===== src/sv/int8_gemm_tile_2x2_scaled_top_assert.svh =====
// Assertion macros for the int8 GEMM tile RTL.
// Include by bare file name inside a module body; no other dependencies.
`ifndef INT8_GEMM_TILE_2X2_SCALED_TOP_ASSERT_SVH
`define INT8_GEMM_TILE_2X2_SCALED_TOP_ASSERT_SVH

// Same-cycle implication, disabled while reset is asserted.
`define IGT_ASSERT_IMP(lbl, clk, rstn, ante, cons, msg) \
    lbl: assert property (@(posedge clk) disable iff (!rstn) (ante) |-> (cons)) \
        else $error(msg);

// Next-cycle implication, disabled while reset is asserted.
`define IGT_ASSERT_NXT(lbl, clk, rstn, ante, cons, msg) \
    lbl: assert property (@(posedge clk) disable iff (!rstn) (ante) |=> (cons)) \
        else $error(msg);

`endif


===== src/sv/igt_pkg.sv =====
// Shared constants and types for the int8 2x2 GEMM tile.
// No dependencies; imported by every module of the block.
package igt_pkg;

    localparam int LANES         = 8;
    localparam int BYTE_W        = 8;
    localparam int ROW_W         = LANES * BYTE_W;
    localparam int SCALE_W       = 32;
    localparam int WSCALE_W      = 2 * SCALE_W;
    localparam int BIAS_W        = 32;
    localparam int OUT_W         = 32;
    localparam int NUM_RES       = 4;
    localparam int RES_IDX_W     = $clog2(NUM_RES);
    localparam int DOT_W         = 2 * BYTE_W + $clog2(LANES);
    localparam int ACC_WIDTH_DEF = 32;
    localparam int CHUNK_W       = 32;

    localparam int S_TDATA_W = 4 * ROW_W + 2 * SCALE_W + 2 * BIAS_W;
    localparam int M_TDATA_W = NUM_RES * OUT_W;

    // Register map: one 32-bit register, word index taken from paddr[2].
    localparam int PADDR_W       = 3;
    localparam int PDATA_W       = 32;
    localparam int REG_IDX_LSB   = 2;
    localparam logic REG_DEQ_GAIN = 1'b0;
    localparam logic [SCALE_W-1:0] DEQ_GAIN_RST = 32'h0100_0000;

    // Q.48 product -> Q16.16: drop 32 fraction bits, magnitude clamped to 2^40.
    localparam int FRAC_DROP = 32;
    localparam int R_W       = 41;
    localparam logic [R_W-1:0] R_CLAMP = {1'b1, {(R_W-1){1'b0}}};
    localparam int V_W       = R_W + 1;
    localparam int T_W       = V_W + 1;
    localparam logic [OUT_W-1:0] OUT_MAX = {1'b0, {(OUT_W-1){1'b1}}};
    localparam logic [OUT_W-1:0] OUT_MIN = {1'b1, {(OUT_W-1){1'b0}}};

    typedef struct packed {
        logic        [WSCALE_W-1:0] scale_a;
        logic        [WSCALE_W-1:0] scale_b;
        logic signed [BIAS_W-1:0]   bias_a;
        logic signed [BIAS_W-1:0]   bias_b;
    } col_param_t;

endpackage


===== src/sv/igt_finalize.sv =====
// Tile finalize sequencer: scales, rounds, adds bias and saturates four sums.
// Depends on igt_pkg and int8_gemm_tile_2x2_scaled_top_assert.svh.
module igt_finalize #(
    parameter int ACC_WIDTH = igt_pkg::ACC_WIDTH_DEF
) (
    input  logic                                                aclk,
    input  logic                                                aresetn,
    input  logic                                                start_i,
    input  logic [igt_pkg::NUM_RES-1:0][ACC_WIDTH-1:0]          acc_i,
    input  igt_pkg::col_param_t                                 col_i,
    output logic                                                idle_o,
    output logic                                                m_tvalid,
    input  logic                                                m_tready,
    // out_ra_ca, out_ra_cb, out_rb_ca, out_rb_cb from bit 0 up
    output logic [igt_pkg::M_TDATA_W-1:0]                       m_tdata
);
    import igt_pkg::*;

    `include "int8_gemm_tile_2x2_scaled_top_assert.svh"

    localparam int MAG_CHUNKS = (ACC_WIDTH + CHUNK_W - 1) / CHUNK_W;
    localparam int S_CHUNKS   = WSCALE_W / CHUNK_W;
    localparam int MAG_PAD_W  = MAG_CHUNKS * CHUNK_W;
    localparam int NPP        = MAG_CHUNKS * S_CHUNKS;
    localparam int PPC_W      = $clog2(NPP);
    localparam int SH_W       = $clog2(MAG_CHUNKS + S_CHUNKS - 1);
    localparam int PROD_W     = MAG_PAD_W + WSCALE_W;
    localparam logic [PROD_W-1:0] ROUND_INIT = PROD_W'(1) << (FRAC_DROP - 1);

    typedef enum logic [2:0] {
        ST_IDLE,
        ST_LOAD,
        ST_MUL,
        ST_DRAIN,
        ST_ROUND,
        ST_BIAS,
        ST_OUT
    } state_t;

    state_t                              state_reg;
    logic [RES_IDX_W-1:0]                res_idx_reg;
    logic [PPC_W-1:0]                    pp_cnt_reg;
    logic                                pp_vld_reg;
    logic [NUM_RES-1:0][ACC_WIDTH-1:0]   acc_reg;
    col_param_t                          col_reg;
    logic [ACC_WIDTH-1:0]                mag_reg;
    logic                                neg_reg;
    logic [2*CHUNK_W-1:0]                pp_reg;
    logic [SH_W-1:0]                     pp_sh_reg;
    logic [PROD_W-1:0]                   prod_reg;
    logic [R_W-1:0]                      r_reg;
    logic [NUM_RES-1:0][OUT_W-1:0]       res_reg;

    logic [ACC_WIDTH-1:0]                acc_sel;
    logic [WSCALE_W-1:0]                 s_sel;
    logic signed [BIAS_W-1:0]            bias_sel;
    logic [MAG_PAD_W-1:0]                mag_pad;
    logic [PPC_W-1:0]                    a_idx;
    logic                                b_idx;
    logic [CHUNK_W-1:0]                  a_chunk;
    logic [CHUNK_W-1:0]                  b_chunk;
    logic [2*CHUNK_W-1:0]                pp_prod;
    logic [SH_W-1:0]                     pp_sh;
    logic [PROD_W-1:0]                   pp_shifted;
    logic                                hi_any;
    logic [R_W-1:0]                      r_val;
    logic signed [V_W-1:0]               v_val;
    logic signed [T_W-1:0]               t_val;
    logic                                t_fits;
    logic [OUT_W-1:0]                    sat_val;

    always_comb begin
        acc_sel  = acc_reg[res_idx_reg];
        // Result index is row*2 + column, so its low bit picks the column.
        s_sel    = res_idx_reg[0] ? col_reg.scale_b : col_reg.scale_a;
        bias_sel = res_idx_reg[0] ? col_reg.bias_b : col_reg.bias_a;

        // One 32x32 partial product per cycle: magnitude chunk by scale chunk.
        mag_pad  = MAG_PAD_W'(mag_reg);
        a_idx    = pp_cnt_reg >> 1;
        b_idx    = pp_cnt_reg[0];
        a_chunk  = CHUNK_W'(mag_pad >> (CHUNK_W * a_idx));
        b_chunk  = CHUNK_W'(s_sel >> (CHUNK_W * b_idx));
        pp_prod  = a_chunk * b_chunk;
        pp_sh    = SH_W'(a_idx) + SH_W'(b_idx);
        pp_shifted = PROD_W'(pp_reg) << (CHUNK_W * pp_sh_reg);

        // The rounding half was preloaded into the product, so only the shift
        // and the clamp remain here.
        hi_any = |prod_reg[PROD_W-1:FRAC_DROP+R_W-1];
        r_val  = hi_any ? R_CLAMP : R_W'(prod_reg[FRAC_DROP +: R_W-1]);

        v_val   = neg_reg ? -$signed(V_W'(r_reg)) : $signed(V_W'(r_reg));
        t_val   = T_W'(v_val) + T_W'(bias_sel);
        t_fits  = (&t_val[T_W-1:OUT_W-1]) || !(|t_val[T_W-1:OUT_W-1]);
        sat_val = t_fits ? t_val[OUT_W-1:0] : (t_val[T_W-1] ? OUT_MIN : OUT_MAX);
    end

    always_ff @(posedge aclk) begin
        if (!aresetn) begin
            state_reg   <= ST_IDLE;
            res_idx_reg <= '0;
            pp_cnt_reg  <= '0;
            pp_vld_reg  <= 1'b0;
        end else begin
            pp_vld_reg <= (state_reg == ST_MUL);
            case (state_reg)
                ST_IDLE: begin
                    res_idx_reg <= '0;
                    if (start_i) begin
                        state_reg <= ST_LOAD;
                    end
                end
                ST_LOAD: begin
                    pp_cnt_reg <= '0;
                    state_reg  <= ST_MUL;
                end
                ST_MUL: begin
                    pp_cnt_reg <= pp_cnt_reg + 1'b1;
                    if (pp_cnt_reg == PPC_W'(NPP - 1)) begin
                        state_reg <= ST_DRAIN;
                    end
                end
                ST_DRAIN: begin
                    state_reg <= ST_ROUND;
                end
                ST_ROUND: begin
                    state_reg <= ST_BIAS;
                end
                ST_BIAS: begin
                    if (res_idx_reg == RES_IDX_W'(NUM_RES - 1)) begin
                        state_reg <= ST_OUT;
                    end else begin
                        res_idx_reg <= res_idx_reg + 1'b1;
                        state_reg   <= ST_LOAD;
                    end
                end
                ST_OUT: begin
                    if (m_tready) begin
                        res_idx_reg <= '0;
                        state_reg   <= ST_IDLE;
                    end
                end
                default: begin
                    state_reg <= ST_IDLE;
                end
            endcase
        end
    end

    always_ff @(posedge aclk) begin
        if (state_reg == ST_IDLE && start_i) begin
            acc_reg <= acc_i;
            col_reg <= col_i;
        end
        if (state_reg == ST_LOAD) begin
            neg_reg  <= acc_sel[ACC_WIDTH-1];
            mag_reg  <= acc_sel[ACC_WIDTH-1] ? -acc_sel : acc_sel;
            prod_reg <= ROUND_INIT;
        end else if (pp_vld_reg) begin
            prod_reg <= prod_reg + pp_shifted;
        end
        pp_reg    <= pp_prod;
        pp_sh_reg <= pp_sh;
        if (state_reg == ST_ROUND) begin
            r_reg <= r_val;
        end
        if (state_reg == ST_BIAS) begin
            res_reg[res_idx_reg] <= sat_val;
        end
    end

    assign idle_o   = (state_reg == ST_IDLE);
    assign m_tvalid = (state_reg == ST_OUT);
    assign m_tdata  = res_reg;

    `IGT_ASSERT_IMP(a_start_when_idle, aclk, aresetn, start_i, state_reg == ST_IDLE,
        "finalize started while busy")
    `IGT_ASSERT_IMP(a_idle_index_clear, aclk, aresetn, state_reg == ST_IDLE,
        res_idx_reg == '0, "result index not cleared in idle")
    `IGT_ASSERT_NXT(a_last_pp_drains, aclk, aresetn,
        state_reg == ST_MUL && pp_cnt_reg == PPC_W'(NPP - 1),
        state_reg == ST_DRAIN && pp_vld_reg, "last partial product not drained")
    `IGT_ASSERT_IMP(a_round_clamped, aclk, aresetn, state_reg == ST_BIAS,
        r_reg <= R_CLAMP, "rounded magnitude above clamp")

endmodule


===== config.mk =====
export PLATFORM = sky130hd
export DESIGN_NAME = igt_finalize
export DESIGN_NICKNAME = d
export VERILOG_FILES = /design/src/sv/igt_pkg.sv /design/src/sv/igt_finalize.sv
export VERILOG_INCLUDE_DIRS = /design/src /design/src/sv
export SDC_FILE = /design/constraint.sdc
export NUM_CORES = 2
export LEC_CHECK = 0
export BUFFER_PORTS_ARGS = -buffer_cell sky130_fd_sc_hd__buf_4
export CAP_MARGIN = 20
export CORE_ASPECT_RATIO = 0.7
export CORE_UTILIZATION = 50
export DETAILED_ROUTE_END_ITERATION = 6
export PLACE_DENSITY = 0.65
export REMOVE_ABC_BUFFERS = 1
export SLEW_MARGIN = 0
export SYNTH_ARGS = -nofsm -noshare
export SYNTH_HDL_FRONTEND = slang
export SYNTH_SLANG_ARGS = --single-unit

===== constraint.sdc =====
create_clock -name aclk -period 10.69 [get_ports aclk]
set_clock_uncertainty 0.15 [all_clocks]
set_input_delay 1.069 -clock aclk [delete_from_list [all_inputs] [get_ports aclk]]
set_output_delay 1.069 -clock aclk [all_outputs]
set_load 0.01 [all_outputs]

-- After elaboration in Yosys (flattened, before gate mapping)
Index checks and enable logic that the tools add are counted.
- memories: 0
- ROM bits: 0
- memory bits (writable): 0
- output and inout bits: 130
- bits in latches: 0
- word-level logic and storage cells: 79
- input port bits: 324
- register bits: 690
- reduce and logical (&&, ||, !) cells: 12
- $lt $le $gt $ge: 2
- div/mod/pow operators: 0
- $add $sub $neg: 6
- multiplexer cells: 21
- bitwise logic cells: 0
- multiply operators: 1
- shifts and indexed selects: 2
- equal/unequal tests: 11
- operators by type and width (operator ; number):
    $mux W32 ; 5
    $bwmux W128 ; 1
    $add A96 B96 Y96 ; 1
    $shl A64 B6 Y96 ; 1
    $bmux W32 S2 ; 1
    $demux W32 S2 ; 1
    $mul A32 B32 Y64 ; 1
    $mux W64 ; 1
    $shr A64 B6 Y32 ; 1
    $add A42 B32 Y43 ; 1
    $mux W42 ; 1
    $neg A41 Y42 ; 1
    $mux W41 ; 1
    $neg A32 Y32 ; 1
    $mux W31 ; 1
    $reduce_or A24 Y1 ; 1
    $pmux W3 S7 ; 1
    $mux W3 ; 4
    $reduce_and A12 Y1 ; 1
    $reduce_or A12 Y1 ; 1
    $eq A3 B3 Y1 const B ; 3
    $eq A3 B2 Y1 const B ; 2
    $ne A2 B2 Y1 const B ; 3
    $pmux W2 S3 ; 1
    other kinds (16) ; 19

-- Logic depth before layout (Yosys ltp)
- word-level depth: 8
- depth in mapped cells: 35
- mapped depth without buffers: 28

-- Least setup slack after synthesis
Ideal clock, no wire load.
- kind: flip-flop to flip-flop
- start: register res_idx_reg[0]
- end: register pp_reg[58]
- clock period less this slack: 9.695 ns
- data arrival time: 9.418 ns
- data required time: 10.413 ns
- stages on the path, launching flop included: 32
- path buffers: 7
- setup time: 0.127 ns
- setup slack: 0.995 ns
- cells stage by stage: dfxtp_1 buf_2 buf_2 buf_2 buf_2 buf_2 mux4_2 clkbuf_1 and2_1 fa_1 inv_1 fa_1 fa_1 fa_1 inv_1 fa_1 fa_1 fa_1 fa_1 ha_1 clkbuf_1 and4_1 a2bb2oi_1 o21ai_0 o21a_1 nor3_1 a21oi_1 a2111oi_0 o31ai_1 a31oi_1 o21ai_0 xor2_1
- cells in the longest elaborated chain, start to end: 3
- ends and longest elaborated chain (element ; line ; text):
    start: declaration ; igt_finalize.sv:41 ; logic [RES_IDX_W-1:0] res_idx_reg;
    start signal: assignment ; igt_finalize.sv:134 ; res_idx_reg <= res_idx_reg + 1'b1;
    $mux W64 ; igt_finalize.sv:75 ; s_sel = res_idx_reg[0] ? col_reg.scale_b : col_reg.scale_a;
    $shr A64 B6 Y32 ; igt_finalize.sv:83 ; b_chunk = CHUNK_W'(s_sel >> (CHUNK_W * b_idx));
    $mul A32 B32 Y64 ; igt_finalize.sv:84 ; pp_prod = a_chunk * b_chunk;
    named net pp_prod[58] ; igt_finalize.sv:62 ; logic [2*CHUNK_W-1:0] pp_prod;
    end signal: assignment ; igt_finalize.sv:163 ; pp_reg <= pp_prod;
    end: declaration ; igt_finalize.sv:48 ; logic [2*CHUNK_W-1:0] pp_reg;
The timed path passes the listed nets, and every way through them passes these cells.
A chain may end at the register's enable or synchronous reset.

-- Worst setup path after layout
- start: register res_idx_reg[0]
- end: register pp_reg[62]
Same word-level chain as after synthesis.

==> run summary <==
CLOCKING
-------------------------------------------------------------------------------
Maximum level of the CTS H-tree ..................................            3
CTS tree .........................................................        built
Post-CTS setup-driven buffer insertion count .....................            0
Post-cts gate resize count .......................................            0
Maximum buffer depth of the clock tree ...........................            3
Root Buffer ...................................................... sky130_fd_sc_hd__clkbuf_16
Number of hold buffers added after CTS ...........................            0
Total clock sinks ................................................          690
Clock slew at reported path FFs ..................................      0.07 ns
Clock buffer count from CTS ......................................           71
Clock insertion delay at the later pin of the skew report ........      0.71 ns

PLACED DESIGN
-------------------------------------------------------------------------------
Half-perimeter wire length of the detailed placement result ......    162000 um
RD Place Congestion ..............................................         1.01
Post-place instance area .........................................   72000 um^2
Port Buffers .....................................................          453

GRT
-------------------------------------------------------------------------------
Antenna violations before repair .................................           24
Number of global-route vias before repair ........................        48400
GRT Max-Usage Layer ..............................................         met1
GRT Util Overall .................................................        0.299
Met1 Resource Use GR .............................................        0.447
Final global-route overflow total ................................            0
First-pass GRT wire length .......................................    301000 um
Largest net degree at the start of global routing ................          155
Met3 track demand over resource ..................................       0.0992
GR Util met2 .....................................................        0.411

RUN
-------------------------------------------------------------------------------
Max capacitance violation total ..................................            0

ROUTING
-------------------------------------------------------------------------------
Detailed-routing iteration count for the pre-antenna-repair pass .            6
Wire length after detailed routing ...............................    201000 um
First DRT Iteration DRCs .........................................         4362
Post-detailed-route wirelength per cell ..........................      23.6 um
Routed via count divided by cell count ...........................         5.67
Antenna Violating Nets Remaining .................................            0
Vias after detailed routing ......................................        48400
Count of unresolved DRC violations after routing .................            0

SYNTH
-------------------------------------------------------------------------------
Cell area after synthesis ........................................   66800 um^2
Mapped Cells .....................................................         6428
Number of enable-type register cells in the synthesized netlist ..          522
Share of flip-flops with an asynchronous set or reset ............            0
Flip-flop and latch count after synthesis ........................          690
Part of the Yosys area used for sequential elements ..............        0.285
Number of warning messages in the yosys log ......................            0
Count of different cell masters after synthesis ..................           75
Avg Synthesized Cell Area ........................................    10.4 um^2
Top FF cell, synth ............................................... sky130_fd_sc_hd__edfxtp_1

WORST SETUP PATH
-------------------------------------------------------------------------------
Top fanout value on the critical path ............................           23
Kind of start point of the critical path .........................     register
Data arrival time of the critical path ...........................     10.40 ns
Slowest cell delay on critical path ..............................      0.82 ns
Highest-delay cell along the critical path ....................... sky130_fd_sc_hd__mux4_2
Required @ worst endpoint ........................................     11.15 ns
Setup Crit Path Kind ............................................. register to register
Crit path capture type ...........................................     register
Most repeated library cell on the critical path .................. sky130_fd_sc_hd__fa_1

FLOORPLAN
-------------------------------------------------------------------------------
Horizontal extent of the die .....................................       439 um
Height of the die ................................................       308 um
Site row count ...................................................          111
Die Area .........................................................  135000 um^2
IO Pins ..........................................................          454
Std-Cell Core Area ...............................................  132000 um^2
Effective utilization at floorplan ...............................        0.507

STA
-------------------------------------------------------------------------------
Highest Clock Rate ...............................................      101 MHz
Pins over their slew limit .......................................            0
Worst-case headroom to the max-slew limit ........................        0.229
Least-Margin Pin Slew ............................................      1.14 ns
Number of hold-slack violations in the final timing report .......            0
Unrepaired setup endpoints after global routing ..................        false
Fin crit period ..................................................      9.94 ns
Final setup viols ................................................            0
Final worst path period share ....................................        0.930

RUN STATUS
-------------------------------------------------------------------------------
Result of the run ................................................    completed

CELLS AND AREA
-------------------------------------------------------------------------------
Most common cell after layout, fill and taps aside ............... sky130_fd_sc_hd__inv_1
Fraction of final layout cells sized beyond drive strength 1 .....        0.126
Most frequent cells in the layout ................................ sky130_fd_sc_hd__inv_1, sky130_fd_sc_hd__fa_1, sky130_fd_sc_hd__and2_1
Synth-to-layout area growth ......................................        11.5%
Area taken by flip-flops and latches .............................   19000 um^2
Multi-input logic area ...........................................   43100 um^2
Flip-flop count of the largest register after layout .............          192
Total Nets Final .................................................         8334
Number of filler instances in the final layout ...................        11300
Post-route cell area .............................................   74500 um^2

MIN PATH
-------------------------------------------------------------------------------
Min-Delay Path Class ............................................. register to register

-- final cells by class --
type / instances / share of cell area
antenna: 9 / 0.000302
sequential: 690 / 0.256
timing repair buffer: 562 / 0.0585
inverter: 909 / 0.0458
multi-input combinational: 4472 / 0.578
tap: 1751 / 0.0294
clock inverter: 32 / 0.00500
clock buffer: 99 / 0.0274
-- worst paths after layout --
check,from,end,slack (ns),depth (start not counted)
setup reg to reg,res_idx_reg[0],pp_reg[62],0.75,28
setup / recovery,res_idx_reg[0],pp_reg[62],0.75,28
hold reg to reg,prod_reg[25],prod_reg[25],0.33,2
hold / removal,prod_reg[25],prod_reg[25],0.33,2
-- logic make-up after synthesis --
logic type               share of synthesized area
AO/OA/AOI/OAI                               0.0800
XOR/XNOR                                    0.0309
adder cells (fa/ha/maj)                      0.345
buffers and inverters                       0.0712
flip-flops                                   0.285
multiplexers                                0.0428
AND/OR/NAND/NOR                              0.145
-- cells in the mapped netlist, types with 8 or more instances --
library cell,instances,share of area
sky130_fd_sc_hd__inv_1,909,0.051
sky130_fd_sc_hd__fa_1,898,0.27
sky130_fd_sc_hd__and2_1,679,0.064
sky130_fd_sc_hd__nand2_1,611,0.034
sky130_fd_sc_hd__edfxtp_1,522,0.23
sky130_fd_sc_hd__ha_1,406,0.076
sky130_fd_sc_hd__clkbuf_1,337,0.019
sky130_fd_sc_hd__a21oi_1,269,0.020
sky130_fd_sc_hd__nor2_1,220,0.012
sky130_fd_sc_hd__dfxtp_1,168,0.050
sky130_fd_sc_hd__o21ai_0,166,0.012
sky130_fd_sc_hd__xnor2_1,147,0.019
sky130_fd_sc_hd__a21o_1,144,0.016
sky130_fd_sc_hd__xor2_1,89,0.012
sky130_fd_sc_hd__nand4_1,74,0.0069
sky130_fd_sc_hd__mux2i_1,70,0.010
sky130_fd_sc_hd__mux2_2,66,0.011
sky130_fd_sc_hd__mux4_2,63,0.021
sky130_fd_sc_hd__nor3_1,58,0.0043
sky130_fd_sc_hd__nor2b_1,55,0.0051
sky130_fd_sc_hd__nand3_1,44,0.0033
sky130_fd_sc_hd__o21bai_1,36,0.0040
sky130_fd_sc_hd__nand2b_1,34,0.0032
sky130_fd_sc_hd__a211oi_1,32,0.0036
sky130_fd_sc_hd__o21a_1,29,0.0033
sky130_fd_sc_hd__nor4_1,21,0.0020
sky130_fd_sc_hd__o31ai_1,21,0.0024
sky130_fd_sc_hd__or3_1,21,0.0020
sky130_fd_sc_hd__a31oi_1,20,0.0019
sky130_fd_sc_hd__and3_1,19,0.0018
sky130_fd_sc_hd__or2_2,17,0.0016
sky130_fd_sc_hd__buf_1,13,0.00073
sky130_fd_sc_hd__o22ai_1,11,0.0010
sky130_fd_sc_hd__a21boi_0,10,0.0011
sky130_fd_sc_hd__and4_1,10,0.0013
sky130_fd_sc_hd__o211ai_1,9,0.0010
sky130_fd_sc_hd__a221oi_1,8,0.0010
sky130_fd_sc_hd__o221ai_1,8,0.0010
sky130_fd_sc_hd__o31a_1,8,0.0010
sky130_fd_sc_hd__or4_1,8,0.00090
-- layer usage --
layer | vias up | routed length [um]
li1 | 21600 | -
met1 | 24400 | 90500
met2 | 2094 | 82300
met3 | 266 | 22600
met4 | 12 | 5240
met5 | - | 229
-- per-stage QoR --
stage | instances | util | hold WS (ns) | TNS (ns) | setup WS (ns)
global route | 8520 | 0.565 | 0.349 | 0 | 0.360
global placement | 8378 | 0.546 | 0.306 | 0 | 1.05
floorplan | 6071 | - | 0.295 | -10.99 | -0.820
detailed placement | 8379 | 0.546 | 0.322 | 0 | 0.830
CTS | 8510 | 0.564 | 0.331 | 0 | 0.782
finish | 8524 | 0.565 | 0.329 | 0 | 0.750
-- critical path: cells and delay by family, from the launching register on --
kind	cells	cell delay, ns
mux	1	0.82
simple gates	4	0.72
xor+xnor	1	0.17
fa+ha+maj	9	4.36
flops	1	0.55
buf+inv	7	0.95
compound gates	6	2.09
Power is not shown: default switching activity piles up to over one toggle a cycle in this logic, so the estimate is an artifact.
